===== config.mk =====
export PLATFORM = sky130hd
export DESIGN_NAME = mfd_ctrl
export DESIGN_NICKNAME = d
export VERILOG_FILES = /design/src/rtl/core/mfd_pkg.sv /design/src/rtl/core/mfd_ctrl.sv
export SDC_FILE = /design/constraint.sdc
export NUM_CORES = 1
export LEC_CHECK = 0
export BUFFER_PORTS_ARGS = -buffer_cell sky130_fd_sc_hd__buf_4
export CAP_MARGIN = 5
export CELL_PAD_IN_SITES_DETAIL_PLACEMENT = 1
export CELL_PAD_IN_SITES_GLOBAL_PLACEMENT = 2
export CORE_MARGIN = 1
export CORE_UTILIZATION = 28
export CTS_BUF_LIST = sky130_fd_sc_hd__clkbuf_2
export DETAILED_ROUTE_END_ITERATION = 10
export PLACE_DENSITY_LB_ADDON = 0.2
export RECOVER_POWER = 50
export SLEW_MARGIN = 0
export SYNTH_ARGS = -nofsm -noshare
export SYNTH_HDL_FRONTEND = slang
export SYNTH_SLANG_ARGS = --single-unit

===== constraint.sdc =====
create_clock -name clk -period 1.95 [get_ports clk]
set_clock_uncertainty 0.05 [all_clocks]
set_input_delay 0 -clock clk [delete_from_list [all_inputs] [get_ports clk]]
set_output_delay 0 -clock clk [all_outputs]
set_load 0.01 [all_outputs]

===== src/rtl/core/mfd_pkg.sv =====
// Shared types and constants of the motor feedback decoder.
// No dependencies; mfd_ctrl, mfd_datapath and the top level import this package.
package mfd_pkg;

  // Fixed-point setup
  localparam int HALF_REVOLUTION = 4096;
  localparam int FRAC_BITS       = 16;

  // 2*pi in Q60; per-count angle step and rpm-to-rad/s step keep Q60
  localparam logic [63:0] TWO_PI_Q60 = 64'h6487_ED51_10B4_611A;
  localparam logic [63:0] ANGLE_K    = TWO_PI_Q60 / 64'(2 * HALF_REVOLUTION);
  localparam logic [63:0] SPEED_K    = TWO_PI_Q60 / 64'd60;

  localparam logic [5:0] SHIFT_K   = 6'(60 - FRAC_BITS);
  localparam logic [5:0] SHIFT_Q16 = 6'd16;
  localparam logic [5:0] SHIFT_CUR = 6'(24 - FRAC_BITS);

  localparam logic signed [63:0] TURN_COUNTS = 64'(2 * HALF_REVOLUTION);

  // Configuration port
  localparam int CFG_IDX_W  = 3;
  localparam int CFG_DATA_W = 24;

  typedef enum logic [CFG_IDX_W-1:0] {
    REG_INV_GEAR_RATIO = 3'd0,
    REG_TORQUE_GAIN    = 3'd1,
    REG_SPEED_ALPHA    = 3'd2,
    REG_CURRENT_ALPHA  = 3'd3,
    REG_CURRENT_SCALE  = 3'd4
  } mfd_reg_t;

  // Products run on the shared mul/shift unit, in issue order
  typedef enum logic [3:0] {
    OP_ASGL1 = 4'd0,   // enc * angle step
    OP_ASGL2 = 4'd1,   // * inverse ratio -> single-turn angle
    OP_AMUL1 = 4'd2,   // position * angle step
    OP_AMUL2 = 4'd3,   // * inverse ratio -> multi-turn angle
    OP_SPD1  = 4'd4,   // rpm * speed step
    OP_SPD2  = 4'd5,   // * inverse ratio -> raw speed
    OP_SEMA1 = 4'd6,   // alpha * (raw - est)
    OP_SEMA2 = 4'd7,   // round((est << 16) + prod) -> speed estimate
    OP_CUR   = 4'd8,   // current count * scale
    OP_CEMA1 = 4'd9,
    OP_CEMA2 = 4'd10,
    OP_TRQ   = 4'd11   // current estimate * torque gain
  } mfd_op_t;

  localparam mfd_op_t OP_LAST = OP_TRQ;

  typedef struct packed {
    logic [63:0] frame_data;
    logic [63:0] timestamp_us;
  } mfd_in_t;

  typedef struct packed {
    logic        [15:0] encoder_count;
    logic signed [15:0] speed_rpm;
    logic signed [15:0] current_count;
    logic signed [7:0]  temperature_c;
    logic        [7:0]  fault_code;
    logic signed [31:0] turns;
    logic        [23:0] angle_single;
    logic signed [47:0] angle_multi;
    logic signed [31:0] speed_filtered;
    logic signed [31:0] current_filtered;
    logic signed [31:0] torque;
    logic        [31:0] interval_us;
  } mfd_out_t;

  // Controller -> datapath
  typedef struct packed {
    logic    load;
    logic    prep;
    logic    start;
    logic    store;
    logic    emit;
    mfd_op_t op;
  } mfd_cmd_t;

  // Datapath -> controller
  typedef struct packed {
    logic done;
    logic out_free;
  } mfd_sts_t;

endpackage


===== src/rtl/core/mfd_ctrl.sv =====
// Sequencer of the decoder: accepts a frame, steps the datapath through the
// product list and hands the result to the output register. Uses mfd_pkg.
module mfd_ctrl (
  input  logic              clk,
  input  logic              rst,
  input  logic              in_valid,
  output logic              in_ready,
  input  mfd_pkg::mfd_sts_t sts,
  output mfd_pkg::mfd_cmd_t cmd
);

  import mfd_pkg::*;

  typedef enum logic [2:0] {S_IDLE, S_PREP, S_ISSUE, S_WAIT, S_EMIT} state_t;

  state_t  state;
  mfd_op_t op;

  assign in_ready = (state == S_IDLE);

  always_comb begin
    cmd.load  = in_valid && (state == S_IDLE);
    cmd.prep  = (state == S_PREP);
    cmd.start = (state == S_ISSUE);
    cmd.store = (state == S_WAIT) && sts.done;
    cmd.emit  = (state == S_EMIT) && sts.out_free;
    cmd.op    = op;
  end

  always_ff @(posedge clk) begin
    if (rst) begin
      state <= S_IDLE;
      op    <= OP_ASGL1;
    end else begin
      unique case (state)
        S_IDLE: begin
          if (in_valid) begin
            state <= S_PREP;
          end
        end
        S_PREP: begin
          op    <= OP_ASGL1;
          state <= S_ISSUE;
        end
        S_ISSUE: state <= S_WAIT;
        S_WAIT: begin
          if (sts.done) begin
            if (op == OP_LAST) begin
              state <= S_EMIT;
            end else begin
              op    <= mfd_op_t'(op + 4'd1);
              state <= S_ISSUE;
            end
          end
        end
        S_EMIT: begin
          if (sts.out_free) begin
            state <= S_IDLE;
          end
        end
        default: state <= S_IDLE;
      endcase
    end
  end

endmodule


==> Flow_metrics.wiki, run 1 <==
{| class="wikitable"
! Metric !! Value
|-
| GR Overflow Total || 0
|-
| PwrDens || 608 nW/um^2
|-
| Power spent charging and discharging nets || 0.100 mW
|-
| Pin count of the biggest net entering global routing || 15
|-
| Part of the Yosys area used for sequential elements || 31.6%
|-
| Clock transition at the register clock pins on the worst setup and hold paths after CTS || 0.08 ns
|-
| Worst-Skew Late Latency || 0.24 ns
|-
| Diodes inserted || 0
|-
| Violation count after the first detailed-route iteration || 2
|-
| Final count of hold timing violations || 0
|-
| Antenna-violating nets left || 0
|-
| CTS Buf Count || 3
|-
| Crit path required time || 2.08 ns
|-
| Die H || 41.8 microns
|-
| Most common library cell in the layout ignoring fill and taps || sky130_fd_sc_hd__buf_4
|-
| Total wire length after detailed routing || 1.07 mm
|-
| Number of gates resized after CTS || 0
|-
| Number of remaining DRC errors || 0
|-
| Static Leakage || 0.220 nW
|-
| Max Cap Violations || 0
|-
| Critical path capture point type || flop
|-
| Mean routed wirelength per cell || 13.1 microns
|-
| Final Power || 0.336 mW
|-
| Critical path type || flop to flop
|-
| Fillers || 170
|-
| Syn Nets || 57
|-
| Cell internal pwr || 0.235 mW
|-
| Number of synthesized register bits || 7
|-
| Transition time at the pin with the least slew margin || 0.390 ns
|-
| Final number of max-transition violations || 0
|-
| Status || finished clean
|-
| Wire length of the first global-routing pass || 1.79 mm
|-
| Multi-input combinational cell area || 267 sq um
|-
| Clk Tree Root Cell || sky130_fd_sc_hd__clkbuf_2
|-
| Final instance area || 552 sq um
|-
| CP max FO || 5
|-
| Final Wtd Congestion || 0.664
|-
| Number of global-route vias before repair || 406
|-
| Area of all sequential standard cells || 140 sq um
|-
| Total setup violations reported at the end of the flow || 0
|-
| Die width || 41.8 microns
|-
| Boundary Pins || 15
|-
| Share of cells above drive strength 1 || 23.9%
|-
| Post-synthesis cell type count || 30
|-
| Worst setup SP type || flop
|-
| Post-Route Setup TNS || 0 ns
|-
| Clk network pwr share || 33.7%
|-
| Fin crit share || 78.3%
|-
| Final net count || 74
|-
| Hold WC Path Type || primary input to flop
|-
| Total number of clock tree sinks || 7
|-
| Peak supply drop || 299 uV
|-
| Post-CTS Setup Inserts || 0
|-
| Cell Area, Synth || 443 sq um
|-
| Effective utilization at floorplan || 32.0%
|-
| Vias per cell || 5.50
|-
| Fmax || 0.655 GHz
|-
| Clock tree from TritonCTS || done
|-
| Core area || 1380 sq um
|-
| Row Count || 13
|-
| Post-Syn Area per Cell || 8.68 sq um
|-
| Post-layout minimum cycle time || 1.53 ns
|-
| Sequential fraction of design power || 47.3%
|-
| CTS Buffer Depth || 2
|-
| Initial antenna violation count || 0
|-
| Switching share of power || 29.9%
|-
| Commonest non-fill, non-tap cells in the layout || sky130_fd_sc_hd__buf_4 (9), sky130_fd_sc_hd__dfxtp_1 (7), sky130_fd_sc_hd__nor2_1 (5), sky130_fd_sc_hd__clkbuf_1 (5)
|-
| IO buf count || 14
|-
| Relative slew slack || 74.0%
|-
| Placed inst area || 539 sq um
|-
| Setup repair after global routing missed its margin || false
|-
| Combinational share of power || 19.0%
|-
| Area enclosed by the die boundary || 1740 sq um
|-
| Number of levels the H-tree was split into || 1
|-
| DR vias || 451
|-
| Global router's overall resource usage || 13.9%
|-
| DRT Pass-1 Iters || 2
|-
| Synth Instances || 51
|-
| Data arrival, critical path || 1.66 ns
|-
| Layout-stage area growth over the synthesis result || 24.6%
|-
| Total number of yosys warnings || 0
|-
| Hpwl dp || 800 microns
|}
==> final timing paths <==
kind	startpoint	to	slack (ns)	cells after the start
max	op[0]	state[2]	0.42	4
min reg2reg	op[1]	op[1]	0.47	2
min	sts[1]	state[1]	0.07	4
max reg2reg	op[0]	state[2]	0.42	4
==> cell type report <==
| cell class | count | area share [%] |
|---|---|---|
| sequential | 7 | 25.4 |
| clock buffer | 4 | 3.63 |
| timing repair buffer | 16 | 19.3 |
| multi-input combinational | 40 | 48.3 |
| tap | 15 | 3.40 |
==> cell usage after synthesis <==
master | count | area, sq um
sky130_fd_sc_hd__a211oi_1 | 1 | 7.51
sky130_fd_sc_hd__a21boi_0 | 1 | 7.51
sky130_fd_sc_hd__a21oi_1 | 4 | 20.0
sky130_fd_sc_hd__a2bb2oi_1 | 1 | 8.76
sky130_fd_sc_hd__and2_1 | 1 | 6.26
sky130_fd_sc_hd__and3_2 | 1 | 7.51
sky130_fd_sc_hd__and4b_1 | 1 | 10.0
sky130_fd_sc_hd__and4b_2 | 1 | 11.3
sky130_fd_sc_hd__buf_2 | 1 | 5.00
sky130_fd_sc_hd__buf_4 | 1 | 7.51
sky130_fd_sc_hd__buf_6 | 1 | 11.3
sky130_fd_sc_hd__clkbuf_1 | 1 | 3.75
sky130_fd_sc_hd__dfxtp_1 | 7 | 140
sky130_fd_sc_hd__ha_1 | 1 | 12.5
sky130_fd_sc_hd__nand2_1 | 1 | 3.75
sky130_fd_sc_hd__nand2b_4 | 1 | 13.8
sky130_fd_sc_hd__nand3_1 | 3 | 15.0
sky130_fd_sc_hd__nand3b_1 | 2 | 15.0
sky130_fd_sc_hd__nand4_1 | 1 | 6.26
sky130_fd_sc_hd__nand4b_1 | 1 | 8.76
sky130_fd_sc_hd__nor2_1 | 5 | 18.8
sky130_fd_sc_hd__nor2b_1 | 1 | 6.26
sky130_fd_sc_hd__nor3_1 | 4 | 20.0
sky130_fd_sc_hd__nor3b_1 | 2 | 15.0
sky130_fd_sc_hd__nor4_1 | 1 | 6.26
sky130_fd_sc_hd__o211ai_2 | 1 | 12.5
sky130_fd_sc_hd__o21ai_0 | 1 | 5.00
sky130_fd_sc_hd__o21ba_2 | 1 | 10.0
sky130_fd_sc_hd__o31ai_1 | 1 | 7.51
sky130_fd_sc_hd__or4b_1 | 2 | 20.0
==> registers in the layout (all words and copies together), names as in the netlist <==
register and cells:
op 4, state 3
==> timing repair <==
item	CTS	global route
endpoints found under the setup margin	0	0
hold buffers	2	0
hold endpoints to repair	7	0
==> cell families (layout without fill, tap and decap cells) <==
family	count (synthesis)	after routing	synth area share, %
simple gates	28	28	41.5
buf+inv	4	20	6.21
compound gates	11	11	17.8
fa+ha+maj	1	1	2.82
flops	7	7	31.6
==> critical path: stages, from the launching register on <==
cell and delay [ns]:
sky130_fd_sc_hd__dfxtp_1 0.40, sky130_fd_sc_hd__ha_1 0.22, sky130_fd_sc_hd__nand3b_1 0.15, sky130_fd_sc_hd__or4b_1 0.49, sky130_fd_sc_hd__a2bb2oi_1 0.15
==> layer usage <==
layer	track usage [%]	share of wire, %	up-vias
met4	7.74	1.6	0
li1	-	-	224
met2	20.0	45	12
met3	6.96	7.2	4
met5	0	0	-
met1	16.5	46	211
==> power groups by stage <==
stage	clock network, mW	registers, mW	logic [mW]
after detailed placement	0	0.164	0.0661
after global routing	0.123	0.161	0.0706
after CTS	0.119	0.160	0.0693
final	0.113	0.159	0.0638
after floorplan	0	0.154	0.0485
after global placement	0	0.164	0.0659
==> through the flow <==
step / std cells / utilization [%] / setup slack (ns) / hold WS (ns)
global placement: 76 / 39.0 / 0.488 / 0.211
CTS: 82 / 41.9 / 0.407 / 0.0693
global route: 82 / 39.9 / 0.330 / 0.108
detailed placement: 76 / 39.0 / 0.433 / 0.211
finish: 82 / 39.9 / 0.422 / 0.0664
floorplan: 51 / - / 0.488 / 0.0944
Note: power is estimated with default switching activity, not from simulation.
==> run 2, diff against run 1 <==
==> constraint.sdc (replaced) <==
create_clock -name clk -period 1.5 [get_ports clk]
set_clock_uncertainty 0.05 [all_clocks]
set_input_delay 0 -clock clk [delete_from_list [all_inputs] [get_ports clk]]
set_output_delay 0 -clock clk [all_outputs]
set_load 0.01 [all_outputs]
==> run 2 against run 1 <==
Via count up 2.0%. Non-clock buffer count up 6. Clock power up 31%. Sequential share of layout area down 2.4 points. Setup slack worse by 0.32 ns. First-iteration DRC count rose to 4.0 times the previous value. Largest cell class unchanged. Count of clock-buffer cells in the layout unchanged.
==> Flow_metrics.wiki, run 2 (synthesis results as in run 1) <==
{| class="wikitable"
! Metric !! Value
|-
| Status || finished clean (unchanged)
|-
| DRT Pass-1 Iters || 3 (was 2)
|-
| Worst setup SP type || flop (unchanged)
|-
| Vias per cell || 5.23 (was 5.50)
|-
| Peak supply drop || 301 uV (was 299 uV)
|-
| CTS Buffer Depth || 2 (unchanged)
|-
| Switching share of power || 30.0% (was 29.9%)
|-
| Placed inst area || 584 sq um (was 539 sq um)
|-
| Diodes inserted || 0 (unchanged)
|-
| Cell internal pwr || 0.317 mW (was 0.235 mW)
|-
| Buffers and inverters on the worst path || 2 (was 0)
|-
| Core area || 1380 sq um (unchanged)
|-
| Hold WC Path Type || primary input to flop (unchanged)
|-
| DR vias || 460 (was 451)
|-
| Critical path type || flop to output pin (was flop to flop)
|-
| Combinational share of power || 23.2% (was 19.0%)
|-
| Worst hold margin || 0.0475 ns (was 0.0664 ns)
|-
| Clk Tree Root Cell || sky130_fd_sc_hd__clkbuf_2 (unchanged)
|-
| Number of global-route vias before repair || 516 (was 406)
|-
| Die H || 41.8 microns (unchanged)
|-
| Placed Cells || 82 (was 76)
|-
| Number of levels the H-tree was split into || 1 (unchanged)
|-
| Area enclosed by the die boundary || 1740 sq um (unchanged)
|-
| Data arrival, critical path || 1.34 ns (was 1.66 ns)
|-
| Final Power || 0.452 mW (was 0.336 mW)
|-
| Die width || 41.8 microns (unchanged)
|-
| Top flop regs || op: 4 flops, state: 3 flops (unchanged)
|-
| Global router's overall resource usage || 16.9% (was 13.9%)
|-
| Power spent charging and discharging nets || 0.135 mW (was 0.100 mW)
|-
| Final Wtd Congestion || 0.734 (was 0.664)
|-
| Share of cells above drive strength 1 || 35.6% (was 23.9%)
|-
| Post-Route Setup TNS || 0 ns (unchanged)
|-
| Final number of max-transition violations || 0 (unchanged)
|-
| Slowest stage cell, crit path || sky130_fd_sc_hd__dfxtp_1 (was sky130_fd_sc_hd__or4b_1)
|-
| IO buf count || 14 (unchanged)
|-
| CP cell instances || buf_4, nor2_1, and3_2, buf_4 (was ha_1, nand3b_1, or4b_1, a2bb2oi_1)
|-
| Boundary Pins || 15 (unchanged)
|-
| Antenna-violating nets left || 0 (unchanged)
|-
| Total number of clock tree sinks || 7 (unchanged)
|-
| Total wire length after detailed routing || 1.18 mm (was 1.07 mm)
|-
| CP max FO || 9 (was 5)
|-
| Max Cap Violations || 0 (unchanged)
|-
| Crit path required time || 1.45 ns (was 2.08 ns)
|-
| Reg with most FFs || op (unchanged)
|-
| Effective utilization at floorplan || 32.0% (unchanged)
|-
| Most common library cell in the layout ignoring fill and taps || sky130_fd_sc_hd__buf_4 (unchanged)
|-
| Final net count || 80 (was 74)
|-
| Commonest non-fill, non-tap cells in the layout || sky130_fd_sc_hd__buf_4 (18), sky130_fd_sc_hd__dfxtp_1 (7), sky130_fd_sc_hd__nor2_1 (5) (was sky130_fd_sc_hd__buf_4 (9), sky130_fd_sc_hd__dfxtp_1 (7), sky130_fd_sc_hd__nor2_1 (5), sky130_fd_sc_hd__clkbuf_1 (5))
|-
| Static Leakage || 0.259 nW (was 0.220 nW)
|-
| Category of cells accounting for the largest share of critical-path delay || simple AND/OR/NAND/NOR gates (unchanged)
|-
| Most used cell, CP || sky130_fd_sc_hd__buf_4
|-
| Clock tree from TritonCTS || done (unchanged)
|-
| Final std cells w/o fill || 88 (was 82)
|-
| Clock transition at the register clock pins on the worst setup and hold paths after CTS || 0.08 ns (about the same)
|-
| Row Count || 13 (unchanged)
|-
| Fillers || 177 (was 170)
|-
| GR Overflow Total || 0 (unchanged)
|-
| Worst-Skew Late Latency || 0.25 ns (was 0.24 ns)
|-
| Sequential fraction of design power || 44.0% (was 47.3%)
|-
| Wire length of the first global-routing pass || 2.29 mm (was 1.79 mm)
|-
| Number of remaining DRC errors || 0 (unchanged)
|-
| Worst-case setup margin in the final layout || 0.105 ns (was 0.422 ns)
|-
| Mean routed wirelength per cell || 13.5 microns (was 13.1 microns)
|-
| Critical path capture point type || output pin (was flop)
|-
| Layout-stage area growth over the synthesis result || 37.9% (was 24.6%)
|-
| Fin crit share || 93.0%
|-
| Post-CTS Setup Inserts || 0 (unchanged)
|-
| Setup repair after global routing missed its margin || false (unchanged)
|-
| Transition time at the pin with the least slew margin || 0.309 ns (was 0.390 ns)
|-
| CTS Buf Count || 3 (unchanged)
|-
| Fmax || 0.717 GHz
|-
| Longest individual stage delay on the worst path || 0.39 ns (was 0.49 ns)
|-
| Clk network pwr share || 32.8% (was 33.7%)
|-
| Initial antenna violation count || 0 (unchanged)
|-
| Utilization after layout || 44.2% (was 39.9%)
|-
| Total setup violations reported at the end of the flow || 0 (unchanged)
|-
| Relative slew slack || 79.4% (was 74.0%)
|-
| Violation count after the first detailed-route iteration || 8 (was 2)
|-
| Final instance area || 611 sq um (was 552 sq um)
|-
| Pre-CTS WS || 0.126 ns (was 0.433 ns)
|-
| Max FFs per register || 4 (unchanged)
|-
| Post-layout minimum cycle time || 1.39 ns
|-
| PwrDens || 741 nW/um^2 (was 608 nW/um^2)
|-
| Pin count of the biggest net entering global routing || 11 (was 15)
|-
| Final count of hold timing violations || 0 (unchanged)
|}
[run 2: changes by cell type in the layout (fill, tap and decap cells not counted)]
cell and change:
sky130_fd_sc_hd__ha_2 +1, sky130_fd_sc_hd__clkbuf_1 -3, sky130_fd_sc_hd__buf_4 +9, sky130_fd_sc_hd__ha_1 -1
[run 2: worst paths after layout]
check	start	endpoint	slack, ns	depth (start not counted)
max	state[1]	cmd[4]	0.11	4
min	sts[1]	state[1]	0.05	4
max reg2reg	state[2]	op[3]	0.12	3
min reg2reg	op[2]	op[2]	0.50	2
[run 2: repair_timing]
item | 4_1_cts | 5_1_grt
hold buffers | 2 | 0
resized for setup | 0 | 1
setup endpoints to repair | 0 | 1
endpoints found under the hold margin | 7 | 0
[run 2: final cells by class]
| class | count | area (sq um) | share of cell area [%] |
|---|---|---|---|
| timing repair buffer | 22 | 163 | 26.6 |
| tap | 15 | 18.8 | 3.07 |
| clock buffer | 4 | 20.0 | 3.28 |
| multi-input combinational | 40 | 269 | 44.1 |
| sequential | 7 | 140 | 23.0 |
[run 2: tightest hold or removal path, stage by stage]
cell and delay [ns]:
sky130_fd_sc_hd__buf_4 0.10, sky130_fd_sc_hd__nand3_1 0.07, sky130_fd_sc_hd__nor2_1 0.09, sky130_fd_sc_hd__nor4_1 0.05
[run 2: layer usage]
metal | track usage (%) | up-vias | part of all wire (%)
li1 | - | 234 | -
met2 | 27.2 | 12 | 43
met3 | 2.61 | 3 | 3.5
met4 | 9.68 | 0 | 2.4
met1 | 21.2 | 211 | 51
met5 | 0 | - | 0
[run 2: power groups by stage]
stage / logic, mW / clock network (mW) / registers, mW
final: 0.105 / 0.148 / 0.199
after global routing: 0.117 / 0.166 / 0.200
after CTS: 0.107 / 0.153 / 0.201
after detailed placement: 0.103 / 0 / 0.205
after global placement: 0.102 / 0 / 0.204
after floorplan: 0.0630 / 0 / 0.200
